### config.mk
export PLATFORM = sky130hd
export DESIGN_NAME = threshold_alarm_with_confirmation_unit
export DESIGN_NICKNAME = d
export VERILOG_FILES = /design/src/sv/tac_pkg.sv /design/src/sv/tac_cfg.sv /design/src/sv/tac_slot.sv /design/src/sv/threshold_alarm_with_confirmation_unit.sv
export SDC_FILE = /design/constraint.sdc
export NUM_CORES = 1
export LEC_CHECK = 0
export ABC_AREA = 1
export BUFFER_PORTS_ARGS = -buffer_cell sky130_fd_sc_hd__buf_2
export CAP_MARGIN = 20
export CORE_UTILIZATION = 58
export DETAILED_ROUTE_END_ITERATION = 16
export PLACE_DENSITY = 0.8
export SYNTH_ARGS = -nofsm -noshare
export SYNTH_HDL_FRONTEND = slang
export SYNTH_SLANG_ARGS = --single-unit
### constraint.sdc
create_clock -name clk -period 6.9 [get_ports clk]
set_clock_uncertainty 0.05 [all_clocks]
set_input_delay 0 -clock clk [delete_from_list [all_inputs] [get_ports clk]]
set_output_delay 0 -clock clk [all_outputs]
set_load 0.05 [all_outputs]
### src/sv/tac_pkg.sv
// Shared types, constants and helpers for the threshold alarm block.
package tac_pkg;

  localparam int NUM_SLOTS    = 4;
  localparam int COUNT_WIDTH  = 8;
  localparam int MASK_W       = 4;
  localparam int ACTIVE_SLOTS = (NUM_SLOTS < MASK_W) ? NUM_SLOTS : MASK_W;
  localparam int NUM_HIGH     = 2;
  localparam int SAMPLE_W     = 16;
  localparam int HYST_W       = 15;
  localparam int CONFIRM_W    = 8;
  localparam int CFG_IDX_W    = 3;
  localparam int CFG_DATA_W   = 16;
  localparam int OUT_W        = 32;
  localparam int COUNT_MAX    = (1 << COUNT_WIDTH) - 1;

  // Slot positions in the limit array and the result masks.
  localparam int SLOT_HIGH_WARN = 0;
  localparam int SLOT_HIGH_CRIT = 1;
  localparam int SLOT_LOW_WARN  = 2;
  localparam int SLOT_LOW_CRIT  = 3;

  typedef logic [COUNT_WIDTH-1:0] count_t;

  typedef enum logic [CFG_IDX_W-1:0] {
    CFG_HIGH_WARN = 3'd0,
    CFG_HIGH_CRIT = 3'd1,
    CFG_LOW_WARN  = 3'd2,
    CFG_LOW_CRIT  = 3'd3,
    CFG_HYST_HIGH = 3'd4,
    CFG_HYST_LOW  = 3'd5,
    CFG_ENABLE    = 3'd6,
    CFG_CONFIRM   = 3'd7
  } cfg_idx_t;

  typedef struct packed {
    logic [MASK_W-1:0][SAMPLE_W-1:0] limit;
    logic [HYST_W-1:0]               hyst_high;
    logic [HYST_W-1:0]               hyst_low;
    logic [MASK_W-1:0]               slot_enable;
    logic [CONFIRM_W-1:0]            confirm_count;
  } cfg_t;

  // Clamp the confirm count to what the hit counter can hold.
  function automatic count_t sat_need(input logic [CONFIRM_W-1:0] c);
    logic [31:0] cw;
    cw = 32'(c);
    if (cw > 32'(COUNT_MAX)) begin
      return '1;
    end
    return cw[COUNT_WIDTH-1:0];
  endfunction

endpackage

### src/sv/tac_cfg.sv
// Configuration register bank of the threshold alarm.
module tac_cfg (
  input  logic                           clk,
  input  logic                           rst,
  input  logic                           cfg_we,
  input  logic [tac_pkg::CFG_IDX_W-1:0]  cfg_index,
  input  logic [tac_pkg::CFG_DATA_W-1:0] cfg_data,
  output tac_pkg::cfg_t                  cfg
);
  import tac_pkg::*;

  localparam logic [SAMPLE_W-1:0] LIM_MAX = {1'b0, {(SAMPLE_W-1){1'b1}}};
  localparam logic [SAMPLE_W-1:0] LIM_MIN = {1'b1, {(SAMPLE_W-1){1'b0}}};

  always_ff @(posedge clk) begin
    if (rst) begin
      cfg.limit[SLOT_HIGH_WARN] <= LIM_MAX;
      cfg.limit[SLOT_HIGH_CRIT] <= LIM_MAX;
      cfg.limit[SLOT_LOW_WARN]  <= LIM_MIN;
      cfg.limit[SLOT_LOW_CRIT]  <= LIM_MIN;
      cfg.hyst_high             <= '0;
      cfg.hyst_low              <= '0;
      cfg.slot_enable           <= '0;
      cfg.confirm_count         <= CONFIRM_W'(1);
    end else if (cfg_we) begin
      unique case (cfg_idx_t'(cfg_index))
        CFG_HIGH_WARN: cfg.limit[SLOT_HIGH_WARN] <= cfg_data[SAMPLE_W-1:0];
        CFG_HIGH_CRIT: cfg.limit[SLOT_HIGH_CRIT] <= cfg_data[SAMPLE_W-1:0];
        CFG_LOW_WARN:  cfg.limit[SLOT_LOW_WARN]  <= cfg_data[SAMPLE_W-1:0];
        CFG_LOW_CRIT:  cfg.limit[SLOT_LOW_CRIT]  <= cfg_data[SAMPLE_W-1:0];
        CFG_HYST_HIGH: cfg.hyst_high             <= cfg_data[HYST_W-1:0];
        CFG_HYST_LOW:  cfg.hyst_low              <= cfg_data[HYST_W-1:0];
        CFG_ENABLE:    cfg.slot_enable           <= cfg_data[MASK_W-1:0];
        CFG_CONFIRM:   cfg.confirm_count         <= cfg_data[CONFIRM_W-1:0];
        default: ;
      endcase
    end
  end

endmodule

### src/sv/tac_slot.sv
// Next-state logic of one alarm slot: hit test, recovery test, count update.
module tac_slot (
  input  logic                          enable,
  input  logic                          is_high,
  input  logic [tac_pkg::SAMPLE_W-1:0]  limit,
  input  logic [tac_pkg::HYST_W-1:0]    hyst,
  input  tac_pkg::count_t               need,
  input  logic [tac_pkg::SAMPLE_W-1:0]  sample,
  input  tac_pkg::count_t               count,
  input  logic                          asserted,
  output tac_pkg::count_t               count_next,
  output logic                          asserted_next
);
  import tac_pkg::*;

  localparam int WIDE_W = SAMPLE_W + 2;

  logic signed [WIDE_W-1:0] s_w;
  logic signed [WIDE_W-1:0] lim_w;
  logic signed [WIDE_W-1:0] hyst_w;
  logic signed [WIDE_W-1:0] rec_point;
  logic                     hit;
  logic                     rec;
  count_t                   count_inc;

  always_comb begin
    s_w       = WIDE_W'($signed(sample));
    lim_w     = WIDE_W'($signed(limit));
    hyst_w    = $signed(WIDE_W'(hyst));
    rec_point = is_high ? (lim_w - hyst_w) : (lim_w + hyst_w);
    hit       = is_high ? (s_w >= lim_w) : (s_w <= lim_w);
    rec       = is_high ? (s_w < rec_point) : (s_w > rec_point);
    count_inc = (count < need) ? count + count_t'(1) : count;

    count_next    = count;
    asserted_next = asserted;
    if (!enable) begin
      count_next    = '0;
      asserted_next = 1'b0;
    end else if (hit) begin
      count_next    = count_inc;
      asserted_next = asserted | (count_inc >= need);
    end else if (!asserted) begin
      count_next    = '0;
    end else if (rec) begin
      count_next    = '0;
      asserted_next = 1'b0;
    end
  end

endmodule

### src/sv/threshold_alarm_with_confirmation_unit.sv
// Top level of the temperature threshold alarm with confirmation and hysteresis.
// Accepted beats go through the input register, then the result register.
// Throughput: one sample per cycle without stalls; one combinational slot update.
// rst (synchronous) clears both pipeline stages, all hit counts and asserted
// flags, and loads the register bank with its reset limits and settings.
module threshold_alarm_with_confirmation_unit (
  input  logic                           clk,
  input  logic                           rst,
  // Input stream
  input  logic                           s_tvalid,
  output logic                           s_tready,
  input  logic [15:0]                    s_tdata,   // [15:0] sample
  // Result stream
  output logic                           m_tvalid,
  input  logic                           m_tready,
  // [3:0] asserted_mask, [7:4] changed_mask, [8] no_critical,
  // [24:9] sample_echo, [31:25] zero
  output logic [31:0]                    m_tdata,
  // Configuration write port
  input  logic                           cfg_we,
  input  logic [tac_pkg::CFG_IDX_W-1:0]  cfg_index,
  input  logic [tac_pkg::CFG_DATA_W-1:0] cfg_data
);
  import tac_pkg::*;

  cfg_t cfg;

  // Input stage
  logic                in_valid;
  logic [SAMPLE_W-1:0] in_sample;

  // Slot state
  logic [MASK_W-1:0][COUNT_WIDTH-1:0] hit_counter;
  logic [MASK_W-1:0][COUNT_WIDTH-1:0] hit_counter_next;
  logic [MASK_W-1:0]                  slot_asserted;
  logic [MASK_W-1:0]                  slot_asserted_next;

  // Result stage
  logic                out_valid;
  logic [MASK_W-1:0]   out_asserted;
  logic [MASK_W-1:0]   out_changed;
  logic                out_no_crit;
  logic [SAMPLE_W-1:0] out_sample;

  count_t need;
  logic   advance;
  logic   fire;

  tac_cfg u_cfg (
    .clk       (clk),
    .rst       (rst),
    .cfg_we    (cfg_we),
    .cfg_index (cfg_index),
    .cfg_data  (cfg_data),
    .cfg       (cfg)
  );

  assign need = sat_need(cfg.confirm_count);

  // The result register moves when it is empty or its beat is taken; the input
  // register refills whenever its content moves on, so a beat can enter each cycle.
  assign advance  = !out_valid || m_tready;
  assign fire     = in_valid && advance;
  assign s_tready = !in_valid || advance;

  // One update unit per active slot; high slots come first, then low slots.
  for (genvar i = 0; i < MASK_W; i++) begin : g_slot
    if (i < ACTIVE_SLOTS) begin : g_active
      logic is_high;
      assign is_high = (i < NUM_HIGH);
      tac_slot u_slot (
        .enable        (cfg.slot_enable[i]),
        .is_high       (is_high),
        .limit         (cfg.limit[i]),
        .hyst          (is_high ? cfg.hyst_high : cfg.hyst_low),
        .need          (need),
        .sample        (in_sample),
        .count         (hit_counter[i]),
        .asserted      (slot_asserted[i]),
        .count_next    (hit_counter_next[i]),
        .asserted_next (slot_asserted_next[i])
      );
    end else begin : g_idle
      // Slot without a limit: stays idle.
      assign hit_counter_next[i]   = '0;
      assign slot_asserted_next[i] = 1'b0;
    end
  end

  // Control and slot state
  always_ff @(posedge clk) begin
    if (rst) begin
      in_valid      <= 1'b0;
      out_valid     <= 1'b0;
      hit_counter   <= '0;
      slot_asserted <= '0;
    end else begin
      if (s_tready) begin
        in_valid <= s_tvalid;
      end
      if (advance) begin
        out_valid <= in_valid;
      end
      if (fire) begin
        hit_counter   <= hit_counter_next;
        slot_asserted <= slot_asserted_next;
      end
    end
  end

  // Payload registers: capture on accept, hold while stalled
  always_ff @(posedge clk) begin
    if (s_tvalid && s_tready) begin
      in_sample <= s_tdata[SAMPLE_W-1:0];
    end
    if (fire) begin
      out_asserted <= slot_asserted_next;
      out_changed  <= slot_asserted_next ^ slot_asserted;
      out_no_crit  <= !(slot_asserted_next[SLOT_HIGH_CRIT] |
                        slot_asserted_next[SLOT_LOW_CRIT]);
      out_sample   <= in_sample;
    end
  end

  assign m_tvalid = out_valid;
  assign m_tdata  = {{(OUT_W - 2*MASK_W - 1 - SAMPLE_W){1'b0}},
                     out_sample, out_no_crit, out_changed, out_asserted};

  // The critical flag in the result agrees with the asserted mask it carries.
  a_no_crit: assert property (@(posedge clk) disable iff (rst)
    m_tvalid |-> (m_tdata[8] == !(m_tdata[1] | m_tdata[3])))
    else $error("no_critical disagrees with asserted mask");

  // The changed mask is the difference between old and new slot flags.
  a_changed: assert property (@(posedge clk) disable iff (rst)
    fire |=> (out_changed == ($past(slot_asserted) ^ slot_asserted)))
    else $error("changed mask does not match slot flag transition");

  // Slot 0, if disabled when a sample went through, is never left asserted.
  a_disabled: assert property (@(posedge clk) disable iff (rst)
    (fire && !cfg.slot_enable[0]) |=> (!slot_asserted[0] && hit_counter[0] == '0))
    else $error("disabled slot kept state");

  // Slot state moves only when a sample passes through the update logic.
  a_hold: assert property (@(posedge clk) disable iff (rst)
    !fire |=> ($stable(slot_asserted) && $stable(hit_counter)))
    else $error("slot state changed without a sample");

endmodule

==> results.tsv <==
stage	metric	value	unit
run_status	status	completed	
grt	grt_pass1_vias	13200	
clocking	clock_sinks	185	
hold_path	hold_path.class	input pin to flop	
sta	timing.fmax	244	MHz
drt	drt_iter0_drc	1132	
floorplanning	fp.dieH	161	µm
floorplanning	initial_core_util	0.599	
logic_synthesis	synthArstFlopShare	0	
clocking	htreeDepth	4	
critical_path	r2r_setup_slack	2790	ps
floorplanning	rows	57	
grt	grtUsageTotal	0.302	
critical_path	start_kind	flop	
logic_synthesis	ys_seq_area_frac	0.279	
logic_synthesis	ys_seq_elements	185	
drt	viasPerCell	5.64	
final_layout	multiInputGateArea	0.00942	mm²
logic_synthesis	synthCells	2022	
placed_design	place_area	0.0153	mm²
logic_synthesis	postSynthAreaPerCell	7.29	µm²
floorplanning	ioPinCount	74	
final_layout	nFillCells	2090	
grt	grtUsageMet2	0.498	
grt	grt_pass1_wl	62.8	mm
clocking	cts-root-buf	clkbuf_16	
critical_path	crit_required	7190	ps
critical_path	critPathMaxFanout	14	
drt	drc	0	
sta	slew-limit-headroom	0.285	
grt	antenna_found_initial	0	
grt	grt_start_max_net_pins	79	
logic_synthesis	yosys.area.top_type	ha_1	
final_layout	areaGrowthSynthToFinish	10.8	%
drt	ant_nets	0	
final_layout	layout-drive-gt1-share	0.0566	
floorplanning	core-area	0.0246	mm²
clocking	cts_setup_buffers	0	
logic_synthesis	synth_area_leaders	ha_1, dfxtp_1, nand2_1	
final_layout	final_cell_area	0.0163	mm²
power	total_power	3.05	mW
final_layout	layout.nets	2407	
sta	timing.final.crit_share	0.595	
final_layout	stdcell_count	2446	
critical_path	slowest_delay	420	ps
clocking	insertion_delay	450	ps
placed_design	post-place-cells	2373	
logic_synthesis	netlist_top_cells_count	nand2_1, inv_1, ha_1	
clocking	cts_buffer_depth	2	
grt	busiest_layer	met2	
flow_run	cap_violations	0	
sta	finalCriticalPeriod	4110	ps
critical_path	crit_buf_inv	3	
clocking	cts_buffers	17	
placed_design	place.port_buffers	66	
placed_design	gp_congestion	0.954	
drt	dr.pass1.iters	5	
floorplanning	fp.dieW	161	µm
logic_synthesis	synthFlopType	dfxtp_1	
logic_synthesis	netlist_area	0.0147	mm²
grt	grt-ovfl-total	0	
logic_synthesis	synth_edf_count	41	
power	p_leak	8.03	nW
drt	wl_per_cell	15.7	µm
placed_design	hpwl	28.5	mm
clocking	cts_tree	yes	
critical_path	slowest_stage	fa_1	
critical_path	critPathKind	flop to flop	
logic_synthesis	yosys_warnings	0	
clocking	clk_pin_slew	70	ps
sta	finalHoldViolCount	0	
final_layout	n_antenna_cell	0	
critical_path	cp_common_cell	nand2_1	
sta	rsz0062_at_grt	no	
critical_path	worst_setup_path_end_kind	flop	
drt	vias	13800	
sta	fin_setup_tns	0	ps
logic_synthesis	synth_top_cell_area_share	0.216	
critical_path	worstPathArrival	4390	ps
grt	grtUsageMet3	0.0467	
power	peakVddDrop	0.000134	V
critical_path	crit_family	simple AND/OR/NAND/NOR gates	
drt	wirelength	38.3	mm
placed_design	pre_cts_ws	2830	ps
grt	use_met1	0.382	
logic_synthesis	yosysMostFrequentCell	nand2_1	
power	power_per_cell_area	187	mW/mm²
sta	setup_viol	0	
final_layout	register_area	0.00411	mm²
floorplanning	die_area	0.0261	mm²
logic_synthesis	synth.distinct_cells	44	
sta	fin_ws	2790	ps
sta	drv_slew	0	
sta	tightest_slew	1070	ps
[power breakdown]
| part | internal (mW) | total [mW] | switching [mW] |
|---|---|---|---|
| clock | 0.550 | 1.03 | 0.483 |
| sequential | 1.15 | 1.21 | 0.0597 |
| combinational | 0.299 | 0.799 | 0.501 |
[cell usage in the layout (no fill, tap or decap), types with 4 or more instances in the layout]
cell / synthesis / layout
nand2_1: 424 / 424
buf_2: 2 / 66
o31ai_1: 4 / 4
dfxtp_1: 144 / 144
edfxtp_1: 41 / 41
o21ai_0: 144 / 144
o211ai_1: 33 / 33
xnor2_1: 26 / 26
o21a_1: 11 / 11
nor3_1: 10 / 10
fa_1: 4 / 4
nor2_1: 210 / 208
inv_6: 0 / 5
nor2_2: 4 / 6
nand4_1: 25 / 25
nand3_1: 68 / 68
ha_1: 254 / 254
a21oi_1: 208 / 208
a21o_1: 8 / 8
dlygate4sd3_1: 0 / 40
clkbuf_16: 0 / 17
conb_1: 1 / 7
xor2_1: 60 / 60
inv_1: 265 / 264
[what timing repair did]
action / in CTS / in global routing
gates resized for setup: 0 / 0
endpoints found under the hold margin: 129 / 0
hold buffers: 40 / 0
[registers in the layout, indices dropped and copies added, names as in the netlist, 4 cells and up]
| name | cells |
|---|---|
| hit_counter | 32 |
| out_sample | 16 |
| u_cfg.cfg | 106 |
| out_changed | 4 |
| in_sample | 16 |
| slot_asserted | 4 |
| out_asserted | 4 |
[final timing paths]
kind | startpoint | end | cells after the start
hold / removal | cfg_index[2] | u_cfg.cfg[0] | 4
setup / recovery | u_cfg.cfg[12] | hit_counter[24] | 25
setup reg to reg | u_cfg.cfg[12] | hit_counter[24] | 25
hold reg to reg | u_cfg.cfg[95] | u_cfg.cfg[95] | 2
[cells by family after synthesis]
family	after synthesis	synth area share
AOI/OAI and AO/OA	419	0.154
xor gates and xnor gates	86	0.0511
adders and majority gates	258	0.221
buffers and inverters	315	0.0838
DFF	185	0.279
other	1	0.000254
and+or+nand+nor	758	0.211
[worst reg2reg max path, cell delays in order, from the launching register on]
cell and delay (ps):
dfxtp_1 390, ha_1 180, inv_1 50, fa_1 420
nor3_1 240, nor2_1 120, o21ai_0 270, a21boi_0 210
o21ai_0 230, xnor2_1 150, ha_1 270, nand2_1 70
inv_1 40, o21ai_0 90, nand2_1 90, nand2_1 80
and2_1 120, nand2_1 50, nand2_1 50, nand2_1 110
inv_1 80, nand2_1 60, nand2_1 340, nand2_1 110
nand2_1 80, nor2_1 50
[stage by stage]
step / utilization / hold slack, ps
floorplan: - / 48.9
finish: 0.664 / 90.2
detailed placement: 0.622 / 128
global route: 0.664 / 120
CTS: 0.663 / 46.7
global placement: 0.621 / 126
[per-layer routing]
layer / vias up / share of wire
met3: 106 / 0.076
met2: 485 / 0.45
met1: 6307 / 0.43
met5: - / 0
met4: 0 / 0.039
li1: 6890 / -
[final cells by class]
cell class	instances	share of cell area
inverters	267	0.0614
well taps	324	0.0248
repair buffers	110	0.0483
clock inverters	15	0.0110
flip-flops and latches	185	0.252
clock buffers	17	0.0260
multi-input cells	1528	0.577
(Power assumes the default switching activity.)
